**src/kslp_pkg.sv**
```systemverilog
// ============================================================================
// kslp_pkg
// Shared types and constants for the key short/long press detector.
// ============================================================================
package kslp_pkg;

    // Keys carried by the pin word, and keys actually scanned
    localparam int PIN_BITS  = 8;
    localparam int NUM_KEYS  = 8;
    localparam int SCAN_KEYS = (NUM_KEYS > PIN_BITS) ? PIN_BITS : NUM_KEYS;

    // Field widths
    localparam int CNT_W      = 16;
    localparam int KEY_CODE_W = 5;
    localparam int M_TDATA_W  = 8;

    // Key code layout: 0 none, key+1 short, LONG_OFFSET+key+1 long
    localparam logic [KEY_CODE_W-1:0] CODE_NONE   = '0;
    localparam int                    LONG_OFFSET = PIN_BITS;

    // Threshold after reset
    localparam logic [CNT_W-1:0] THRESHOLD_RST = 16'd50;

    // Events reported by one key lane for one scan tick
    typedef struct packed {
        logic short_evt;
        logic long_evt;
    } kslp_evt_t;

endpackage

```
**src/kslp_key_lane.sv**
```systemverilog
// ============================================================================
// kslp_key_lane
// Per-key state: last pressed level and hold counter, with short/long events.
// ============================================================================
module kslp_key_lane
    import kslp_pkg::*;
(
    input  logic             aclk,
    input  logic             aresetn,
    input  logic             scan_en,     // one scan tick is processed
    input  logic             pin_n,       // raw level, 0 means pressed
    input  logic [CNT_W-1:0] threshold,
    output kslp_evt_t        evt          // events for the current tick
);

    logic             held_reg, held_next;
    logic [CNT_W-1:0] count_reg, count_next;
    logic [CNT_W-1:0] count_inc;
    logic             pressed;

    // Next state and events
    always_comb begin
        pressed       = ~pin_n;
        count_inc     = count_reg + CNT_W'(1);
        evt.short_evt = pressed & ~held_reg;
        evt.long_evt  = pressed & (count_inc > threshold);
        held_next     = pressed;
        if (!pressed || evt.long_evt) begin
            count_next = '0;
        end else begin
            count_next = count_inc;
        end
    end

    // State registers, advanced once per tick
    always_ff @(posedge aclk) begin
        if (!aresetn) begin
            held_reg  <= 1'b0;
            count_reg <= '0;
        end else if (scan_en) begin
            held_reg  <= held_next;
            count_reg <= count_next;
        end
    end

endmodule

```
**src/key_short_long_press_detector_core.sv**
```systemverilog
// ============================================================================
// key_short_long_press_detector_core
// Scans eight active-low key pins per beat and reports one key code per beat.
// ============================================================================
//
//  Channel | Dir | Beat contents (low bit first)
//  --------+-----+-----------------------------------------------
//  s_      | in  | tdata[7:0] key_pins_n, bit i = key i, 0 pressed
//  m_      | out | tdata[4:0] key_code, tdata[7:5] zero
//  cfg_    | in  | wr_data[15:0] long_press_threshold
//
//  One beat per cycle sustained while m_tready is high; path: input register,
//  then per-key counter/compare and priority pick into the output register.
//  The input register lets one new beat in while a result waits on m_tready.
//  Reset is synchronous (aresetn low): threshold 50, all counters cleared.
//  Stalls on m_tready back up through the input register to s_tready.
// ============================================================================
module key_short_long_press_detector_core
    import kslp_pkg::*;
(
    input  logic                 aclk,
    input  logic                 aresetn,
    // Input stream
    input  logic                 s_tvalid,
    output logic                 s_tready,
    input  logic [PIN_BITS-1:0]  s_tdata,    // [7:0] key_pins_n
    // Result stream
    output logic                 m_tvalid,
    input  logic                 m_tready,
    output logic [M_TDATA_W-1:0] m_tdata,    // [4:0] key_code, [7:5] zero
    // Configuration
    input  logic                 cfg_wr_en,
    input  logic [CNT_W-1:0]     cfg_wr_data
);

    logic [CNT_W-1:0]      threshold_reg;
    logic                  in_valid_reg;
    logic [PIN_BITS-1:0]   pins_reg;
    logic                  out_valid_reg;
    logic [KEY_CODE_W-1:0] code_reg, code_next;
    logic                  out_ld;
    logic                  in_ld;
    logic                  scan_en;
    kslp_evt_t             evt [SCAN_KEYS];

    // Handshake: output loads when empty or drained, input when it can move
    assign out_ld   = ~out_valid_reg | m_tready;
    assign s_tready = ~in_valid_reg | out_ld;
    assign in_ld    = s_tvalid & s_tready;
    assign scan_en  = in_valid_reg & out_ld;

    // Threshold register
    always_ff @(posedge aclk) begin
        if (!aresetn) begin
            threshold_reg <= THRESHOLD_RST;
        end else if (cfg_wr_en) begin
            threshold_reg <= cfg_wr_data;
        end
    end

    // Input register
    always_ff @(posedge aclk) begin
        if (!aresetn) begin
            in_valid_reg <= 1'b0;
        end else if (s_tready) begin
            in_valid_reg <= s_tvalid;
        end
    end

    always_ff @(posedge aclk) begin
        if (in_ld) begin
            pins_reg <= s_tdata;
        end
    end

    // Per-key lanes
    for (genvar k = 0; k < SCAN_KEYS; k++) begin : g_lane
        kslp_key_lane u_lane (
            .aclk      (aclk),
            .aresetn   (aresetn),
            .scan_en   (scan_en),
            .pin_n     (pins_reg[k]),
            .threshold (threshold_reg),
            .evt       (evt[k])
        );
    end

    // Priority pick: highest key wins, long beats its own short
    always_comb begin
        code_next = CODE_NONE;
        for (int k = 0; k < SCAN_KEYS; k++) begin
            if (evt[k].short_evt) begin
                code_next = KEY_CODE_W'(k + 1);
            end
            if (evt[k].long_evt) begin
                code_next = KEY_CODE_W'(LONG_OFFSET + k + 1);
            end
        end
    end

    // Output register
    always_ff @(posedge aclk) begin
        if (!aresetn) begin
            out_valid_reg <= 1'b0;
        end else if (out_ld) begin
            out_valid_reg <= in_valid_reg;
        end
    end

    always_ff @(posedge aclk) begin
        if (scan_en) begin
            code_reg <= code_next;
        end
    end

    assign m_tvalid = out_valid_reg;
    assign m_tdata  = {{(M_TDATA_W - KEY_CODE_W){1'b0}}, code_reg};

endmodule

```
**config.mk**
```make
export PLATFORM = sky130hd
export DESIGN_NAME = key_short_long_press_detector_core
export DESIGN_NICKNAME = d
export VERILOG_FILES = /design/src/kslp_pkg.sv /design/src/kslp_key_lane.sv /design/src/key_short_long_press_detector_core.sv
export SDC_FILE = /design/constraint.sdc
export NUM_CORES = 1
export LEC_CHECK = 0
export ABC_AREA = 1
export BUFFER_PORTS_ARGS = -buffer_cell sky130_fd_sc_hd__buf_2
export CAP_MARGIN = 5
export CORE_MARGIN = 1.5
export CORE_UTILIZATION = 50
export DETAILED_ROUTE_END_ITERATION = 10
export PLACE_DENSITY = 0.69
export SYNTH_ARGS = -nofsm -noshare
export SYNTH_HDL_FRONTEND = slang
export SYNTH_SLANG_ARGS = --single-unit
```
**constraint.sdc**
```tcl
create_clock -name aclk -period 3.1 [get_ports aclk]
set_clock_uncertainty 0.2 [all_clocks]
set_input_delay 0.62 -clock aclk [delete_from_list [all_inputs] [get_ports aclk]]
set_output_delay 0.62 -clock aclk [all_outputs]
set_load 0.02 [all_outputs]
```
Word level (Yosys, flattened, before mapping):

Cells that the tools add are included.

* output and inout bits: 10
* bits in registers: 167
* logic and storage cells: 108

* add/subtract/negate cells: 8
* bitwise operators: 38
* order comparisons: 8
* reductions and logical operators: 9
* mux-type cells: 23

Operators with widths (count)
* $add 16x1->16 const B: 8
* $gt 16x16->1: 8
* $mux 16: 8
* $mux 5: 14
* $and 1x1->1: 18
* $not 1->1: 18
* $logic_or 1x1->1: 8
* $or 1x1->1: 2
* $reduce_or 2->1: 1
* $mux 1: 1

Longest topological paths before layout:

* word-level depth: 17
* gate-level depth with buffers: 27
* mapped depth without buffers: 27

Hierarchy:

A second synthesis with hierarchy kept.

* cell total of the unflattened synthesis: 1785
* area, all modules: 12615.8 sq um

By module, submodules not included
* kslp_key_lane (g_lane[0].u_lane ...): cells each 206, area each 1423.9 sq um, instances 7
* kslp_key_lane (g_lane[5].u_lane): cells each 207, area each 1440.1 sq um, instances 1
* key_short_long_press_detector_core: cells each 136, area each 1208.7 sq um, instances 1

Worst setup path before layout:

Ideal clock, no wire load.

* path kind: register -> register
* start: register g_lane[4].u_lane.count_reg[0]
* end: register code_reg[1] (data pin)
* data required time: 2637 ps
* stages on the path, launching flop included: 19
* library setup time: 263 ps
* path slack: -225 ps
* buffers on the path: 0
* data arrival time: 2861 ps
* period minus slack after synthesis: 3325 ps
* cell sequence: dfxtp_1 ha_1 nand3_2 nor3b_2 nand3_2 nor2_1 nand2_1 nor3_2 nand3_1 xnor2_1 ha_1 nand2_1 or3b_2 o2111ai_1 nand3b_1 nand2_1 nor2_1 o21ai_0 a21oi_1

* longest elaborated chain between the ends: 8

Ends and longest elaborated chain
* start, declared: RTL line kslp_key_lane.sv:17 `logic [CNT_W-1:0] count_reg, count_next;`
* start signal, assigned: RTL line kslp_key_lane.sv:42 `count_reg <= count_next;`
* $add 16x1->16: RTL line kslp_key_lane.sv:24 `count_inc = count_reg + CNT_W'(1);`
* $gt 16x16->1: RTL line kslp_key_lane.sv:26 `evt.long_evt = pressed & (count_inc > threshold);`
* $and 1x1->1: RTL line kslp_key_lane.sv:26
* $mux 5: RTL line key_short_long_press_detector_core.sv:95 `if (evt[k].long_evt) begin`
* $mux 5: RTL line key_short_long_press_detector_core.sv:92 `if (evt[k].short_evt) begin`
* $mux 5: RTL line key_short_long_press_detector_core.sv:95
* $mux 5: RTL line key_short_long_press_detector_core.sv:92
* $mux 5: RTL line key_short_long_press_detector_core.sv:95
* end signal, assigned: RTL line key_short_long_press_detector_core.sv:112 `code_reg <= code_next;`
* end, declared: RTL line key_short_long_press_detector_core.sv:40 `logic [KEY_CODE_W-1:0] code_reg, code_next;`

No other way between the ends.
A chain may end at the register's enable or synchronous reset.

Worst setup path after layout:

* start: register g_lane[2].u_lane.count_reg[1]
* end: register code_reg[0] (data pin)

* longest elaborated chain between the ends: 12

Ends and longest elaborated chain (RTL line)
* start, declared: kslp_key_lane.sv:17
* start signal, assigned: kslp_key_lane.sv:42
* $add 16x1->16: kslp_key_lane.sv:24
* $gt 16x16->1: kslp_key_lane.sv:26
* $and 1x1->1: kslp_key_lane.sv:26
* $mux 5: key_short_long_press_detector_core.sv:95
* $mux 5: key_short_long_press_detector_core.sv:92
* $mux 5: key_short_long_press_detector_core.sv:95
* $mux 5: key_short_long_press_detector_core.sv:92
* $mux 5: key_short_long_press_detector_core.sv:95
* $mux 5: key_short_long_press_detector_core.sv:92
* $mux 5: key_short_long_press_detector_core.sv:95
* $mux 5: key_short_long_press_detector_core.sv:92
* $mux 5: key_short_long_press_detector_core.sv:95

No other way between the ends.

==> impl_summary.log <==
INFO  metric globalRoute.totalOverflow = 0
INFO  metric clock-root-buffer = sky130_fd_sc_hd__clkbuf_16
INFO  metric max_clock_freq = 0.275 GHz
INFO  metric floorplan.die_area = 0.0231 mm^2
INFO  metric grt_pass1_wl = 52.1 mm
INFO  metric drt_drc_violations_left = 0
INFO  metric postRouteAntennaNets = 0
INFO  metric power.static_leakage = 7.90 nW
INFO  metric vias = 11.4k
INFO  metric cts-root-to-sink-buffers = 2
INFO  metric final_weighted_congestion_in_routability_driven_placement = 0.854
INFO  metric slew_headroom = 44.0%
INFO  metric grt_start_max_net_pins = 123
INFO  metric drt-total-wl = 36.0 mm
INFO  metric synth_sequential_area_ratio = 31.3%
INFO  metric seq_power_share = 43.2%
INFO  metric critPathLaunchType = flip-flop
INFO  metric critical_path_depth = 22
INFO  metric hpwlAfterDp = 20.3 mm
INFO  metric fraction_of_final_layout_cells_with_drive_strength_greater_than_1 = 42.4%
INFO  metric detail_route.first_pass.iterations = 5
INFO  metric async_s_r_ff_share_synth = 0%
INFO  metric cts_htree_levels = 4
INFO  metric timing.critical_path.cells = nand3_4 > nor3_4 > buf_4 > buf_4 > buf_4 > buf_4 > buf_4 > buf_4 > xor2_1 > ha_1 > nand2_1 > inv_1 > o21bai_1 > nand3_1 > nand2_1 > nand2_1 > nand3b_1 > nand2_1 > a31oi_2 > nor2_1 > o21bai_1 > a21oi_1
INFO  metric cts-buffers-inserted = 17
INFO  metric area_growth = 46.0%
INFO  metric final-setup-viol-count = 131
INFO  metric clock_tree_from_tritoncts = yes
INFO  metric max_slew.worst_pin.slew = 0.840 ns
INFO  metric pin_count = 39
INFO  metric drt_iter0_markers = 639
INFO  metric number_of_slew_limit_violations_in_the_final_report = 0
INFO  metric postSynthCellCount = 1,470
INFO  metric timing.critical_path.fanout_max = 3
INFO  metric initial_utilization = 50.9%
INFO  metric avgViaCountPerCell = 5.59
INFO  metric power.share.clock = 39.8%
INFO  metric finalCritPeriodShare = 117%
INFO  metric netlist_area = 0.0111 mm^2
INFO  metric finish.net_count = 1,913
INFO  metric ys.flop_type = sky130_fd_sc_hd__dfxtp_1
INFO  metric clock_insertion_delay_worst_skew = 0.44 ns
INFO  metric post_dp_cell_area = 0.0129 mm^2
INFO  metric synth_edf_count = 13
INFO  metric min_path_cells = 1
INFO  metric clock_pin_transition_on_the_worst_setup_and_hold_timing_paths = 0.07 ns
INFO  metric fin_setup_tns = -28.43 ns
INFO  metric antenna_found_initial = 0
INFO  metric path_buf_inv = 7
INFO  metric finalHoldViolations = 0
INFO  metric critPathMaxStageDelay = 0.37 ns
INFO  metric peakVddDrop = 0.406 mV
INFO  metric yosysUniqueCellTypes = 38
INFO  metric cell_count_after_placement = 1,908
INFO  metric n_antenna_cell = 0
INFO  metric worst_path_most_repeated_cell = sky130_fd_sc_hd__buf_4
INFO  metric layout_common_cells = sky130_fd_sc_hd__nand2_1 (280), sky130_fd_sc_hd__buf_4 (237), sky130_fd_sc_hd__dfxtp_1 (128)
INFO  metric sw_share = 30.7%
INFO  metric final.fill_count = 1,410
INFO  metric multiInputGateArea = 0.00881 mm^2
INFO  metric synth.avg_cell_area = 7.56 um^2
INFO  metric grtUsageTotal = 27.7%
INFO  metric tot_pwr = 5.24 mW
INFO  metric worst_r2r_path_depth = 22
INFO  metric synth.yosys.warnings = 0
INFO  metric worst_ep_arrival_time = 3.63 ns
INFO  metric final_core_utilization = 74.3%
INFO  metric critical-path-top-delay-family = simple AND/OR/NAND/NOR gates
INFO  metric endpoint_kind = flip-flop
INFO  metric timing.max_cap.violations = 0
INFO  metric largest_register_ff_count = 128
INFO  metric timing.critical_path.required = 3.09 ns
INFO  metric synth-seq-cells = 167
INFO  metric clkSinkCount = 167
INFO  metric core = 0.0218 mm^2
INFO  metric rsz_0062_raised_after_global_routing = true
INFO  metric timing.critical_path.slowest_stage_cell = sky130_fd_sc_hd__dfxtp_4
INFO  metric run_status = complete, but fails checks
INFO  metric final-seq-area = 0.00355 mm^2
INFO  metric critical_path_class = reg -> reg
INFO  metric die_width = 152 um
INFO  metric cell_internal_pwr = 3.63 mW
INFO  metric final-instance-count-excl-fill = 2,041
INFO  metric cellPowerDensity = 323 mW/mm^2
INFO  metric p_sw = 1.61 mW
INFO  metric failing_checks = negative setup slack
INFO  metric fp.dieH = 152 um
INFO  metric timing.hold.worst.class = in -> reg
INFO  metric placement_row_count = 54
INFO  metric place.port_buffers = 35
INFO  metric pwr-share-comb = 17.0%
INFO  metric timing.final.ws_setup = -0.538 ns
INFO  metric grt_pass1_vias = 10.8k
INFO  metric postCtsHoldBufs = 0
INFO  metric final_period_minus_worst_setup_slack = 3.64 ns
INFO  metric route.detailed.wl_per_inst = 17.6 um
INFO  metric final_design_area_no_fill = 0.0162 mm^2
INFO  metric mostFrequentLayoutCell = sky130_fd_sc_hd__nand2_1
-- synthesized netlist by cell type (2+ instances only) --
cell type,n,area [um^2]
sky130_fd_sc_hd__buf_4,3,22.5
sky130_fd_sc_hd__nor2_2,6,37.5
sky130_fd_sc_hd__nor2_1,66,248
sky130_fd_sc_hd__nand3_2,27,270
sky130_fd_sc_hd__ha_1,136,1700
sky130_fd_sc_hd__clkinv_1,2,7.51
sky130_fd_sc_hd__a21oi_2,3,26.3
sky130_fd_sc_hd__a21oi_1,206,1030
sky130_fd_sc_hd__nor3_4,3,48.8
sky130_fd_sc_hd__nand4_1,18,113
sky130_fd_sc_hd__xnor2_1,22,193
sky130_fd_sc_hd__nand3_1,31,155
sky130_fd_sc_hd__nor3_1,10,50.1
sky130_fd_sc_hd__xnor2_2,5,81.3
sky130_fd_sc_hd__clkbuf_1,42,158
sky130_fd_sc_hd__edfxtp_1,13,390
sky130_fd_sc_hd__xor2_1,81,709
sky130_fd_sc_hd__o21ai_0,55,275
sky130_fd_sc_hd__a31oi_1,3,18.8
sky130_fd_sc_hd__nand3b_1,6,45.0
sky130_fd_sc_hd__or2_2,4,25.0
sky130_fd_sc_hd__nor3_2,13,130
sky130_fd_sc_hd__inv_1,141,529
sky130_fd_sc_hd__a21o_1,4,30.0
sky130_fd_sc_hd__o211ai_1,4,30.0
sky130_fd_sc_hd__nor3b_2,7,87.6
sky130_fd_sc_hd__nand2_1,385,1450
sky130_fd_sc_hd__a211oi_1,7,52.6
sky130_fd_sc_hd__o2111ai_1,4,35.0
sky130_fd_sc_hd__dfxtp_1,154,3080
sky130_fd_sc_hd__o21bai_1,2,15.0
-- repair_timing --
item / CTS / global route
setup buffers: 63 / 35
pin swaps: 84 / 132
setup endpoints to repair: 131 / 133
cloned: 3 / 3
gates resized for setup: 148 / 350
-- area by class of cell --
cell class / instances / share of cell area, %
inverter: 143 / 3.50
clock inverter: 14 / 0.679
timing repair buffer: 301 / 14.6
multi-input combinational: 1117 / 54.4
timing repair inverter: 1 / 0.0540
clock buffer: 18 / 2.78
tap: 280 / 2.16
sequential: 167 / 21.9
-- through the flow --
| step | hold slack (ns) | worst slack [ns] |
|---|---|---|
| after floorplan | 0.241 | -0.111 |
| after global placement | 0.250 | -0.405 |
| after detailed placement | 0.255 | -0.448 |
| after CTS | 0.153 | -0.312 |
| after global routing | 0.152 | -0.708 |
| final | 0.156 | -0.538 |
-- per-layer routing --
layer | routed length (um) | track usage [%] | up-vias
li1 | - | - | 5426
met1 | 14800 | 36.0 | 5448
met2 | 17200 | 46.7 | 418
met3 | 2440 | 4.31 | 126
met4 | 1530 | 9.11 | 0
met5 | 0 | 0 | -
-- worst paths after layout --
check	from	end	slack (ns)
setup / recovery	g_lane[2].u_lane.count_reg[1]	code_reg[0]	-0.54
hold / removal	s_tdata[5]	pins_reg[5]	0.16
setup reg to reg	g_lane[2].u_lane.count_reg[1]	code_reg[0]	-0.54
hold reg to reg	g_lane[4].u_lane.held_reg	g_lane[4].u_lane.held_reg	0.26
-- power by group through the flow --
stage | registers [mW] | logic, mW | clock network, mW
floorplan | 2.31 | 0.409 | 0
global placement | 2.31 | 0.660 | 0
detailed placement | 2.31 | 0.676 | 0
CTS | 2.26 | 0.746 | 2.08
global route | 2.27 | 0.964 | 2.18
finish | 2.26 | 0.893 | 2.08
-- logic make-up after synthesis --
group,count (synthesis),share of synthesized area [%]
buffers and inverters,188,6.45
DFF,167,31.3
adders and majority gates,136,15.3
other,1,0.0338
and+or+nand+nor,581,24.3
AOI/OAI and AO/OA,288,13.6
xor gates and xnor gates,109,9.00
Note: power is estimated with default switching activity, not from simulation.
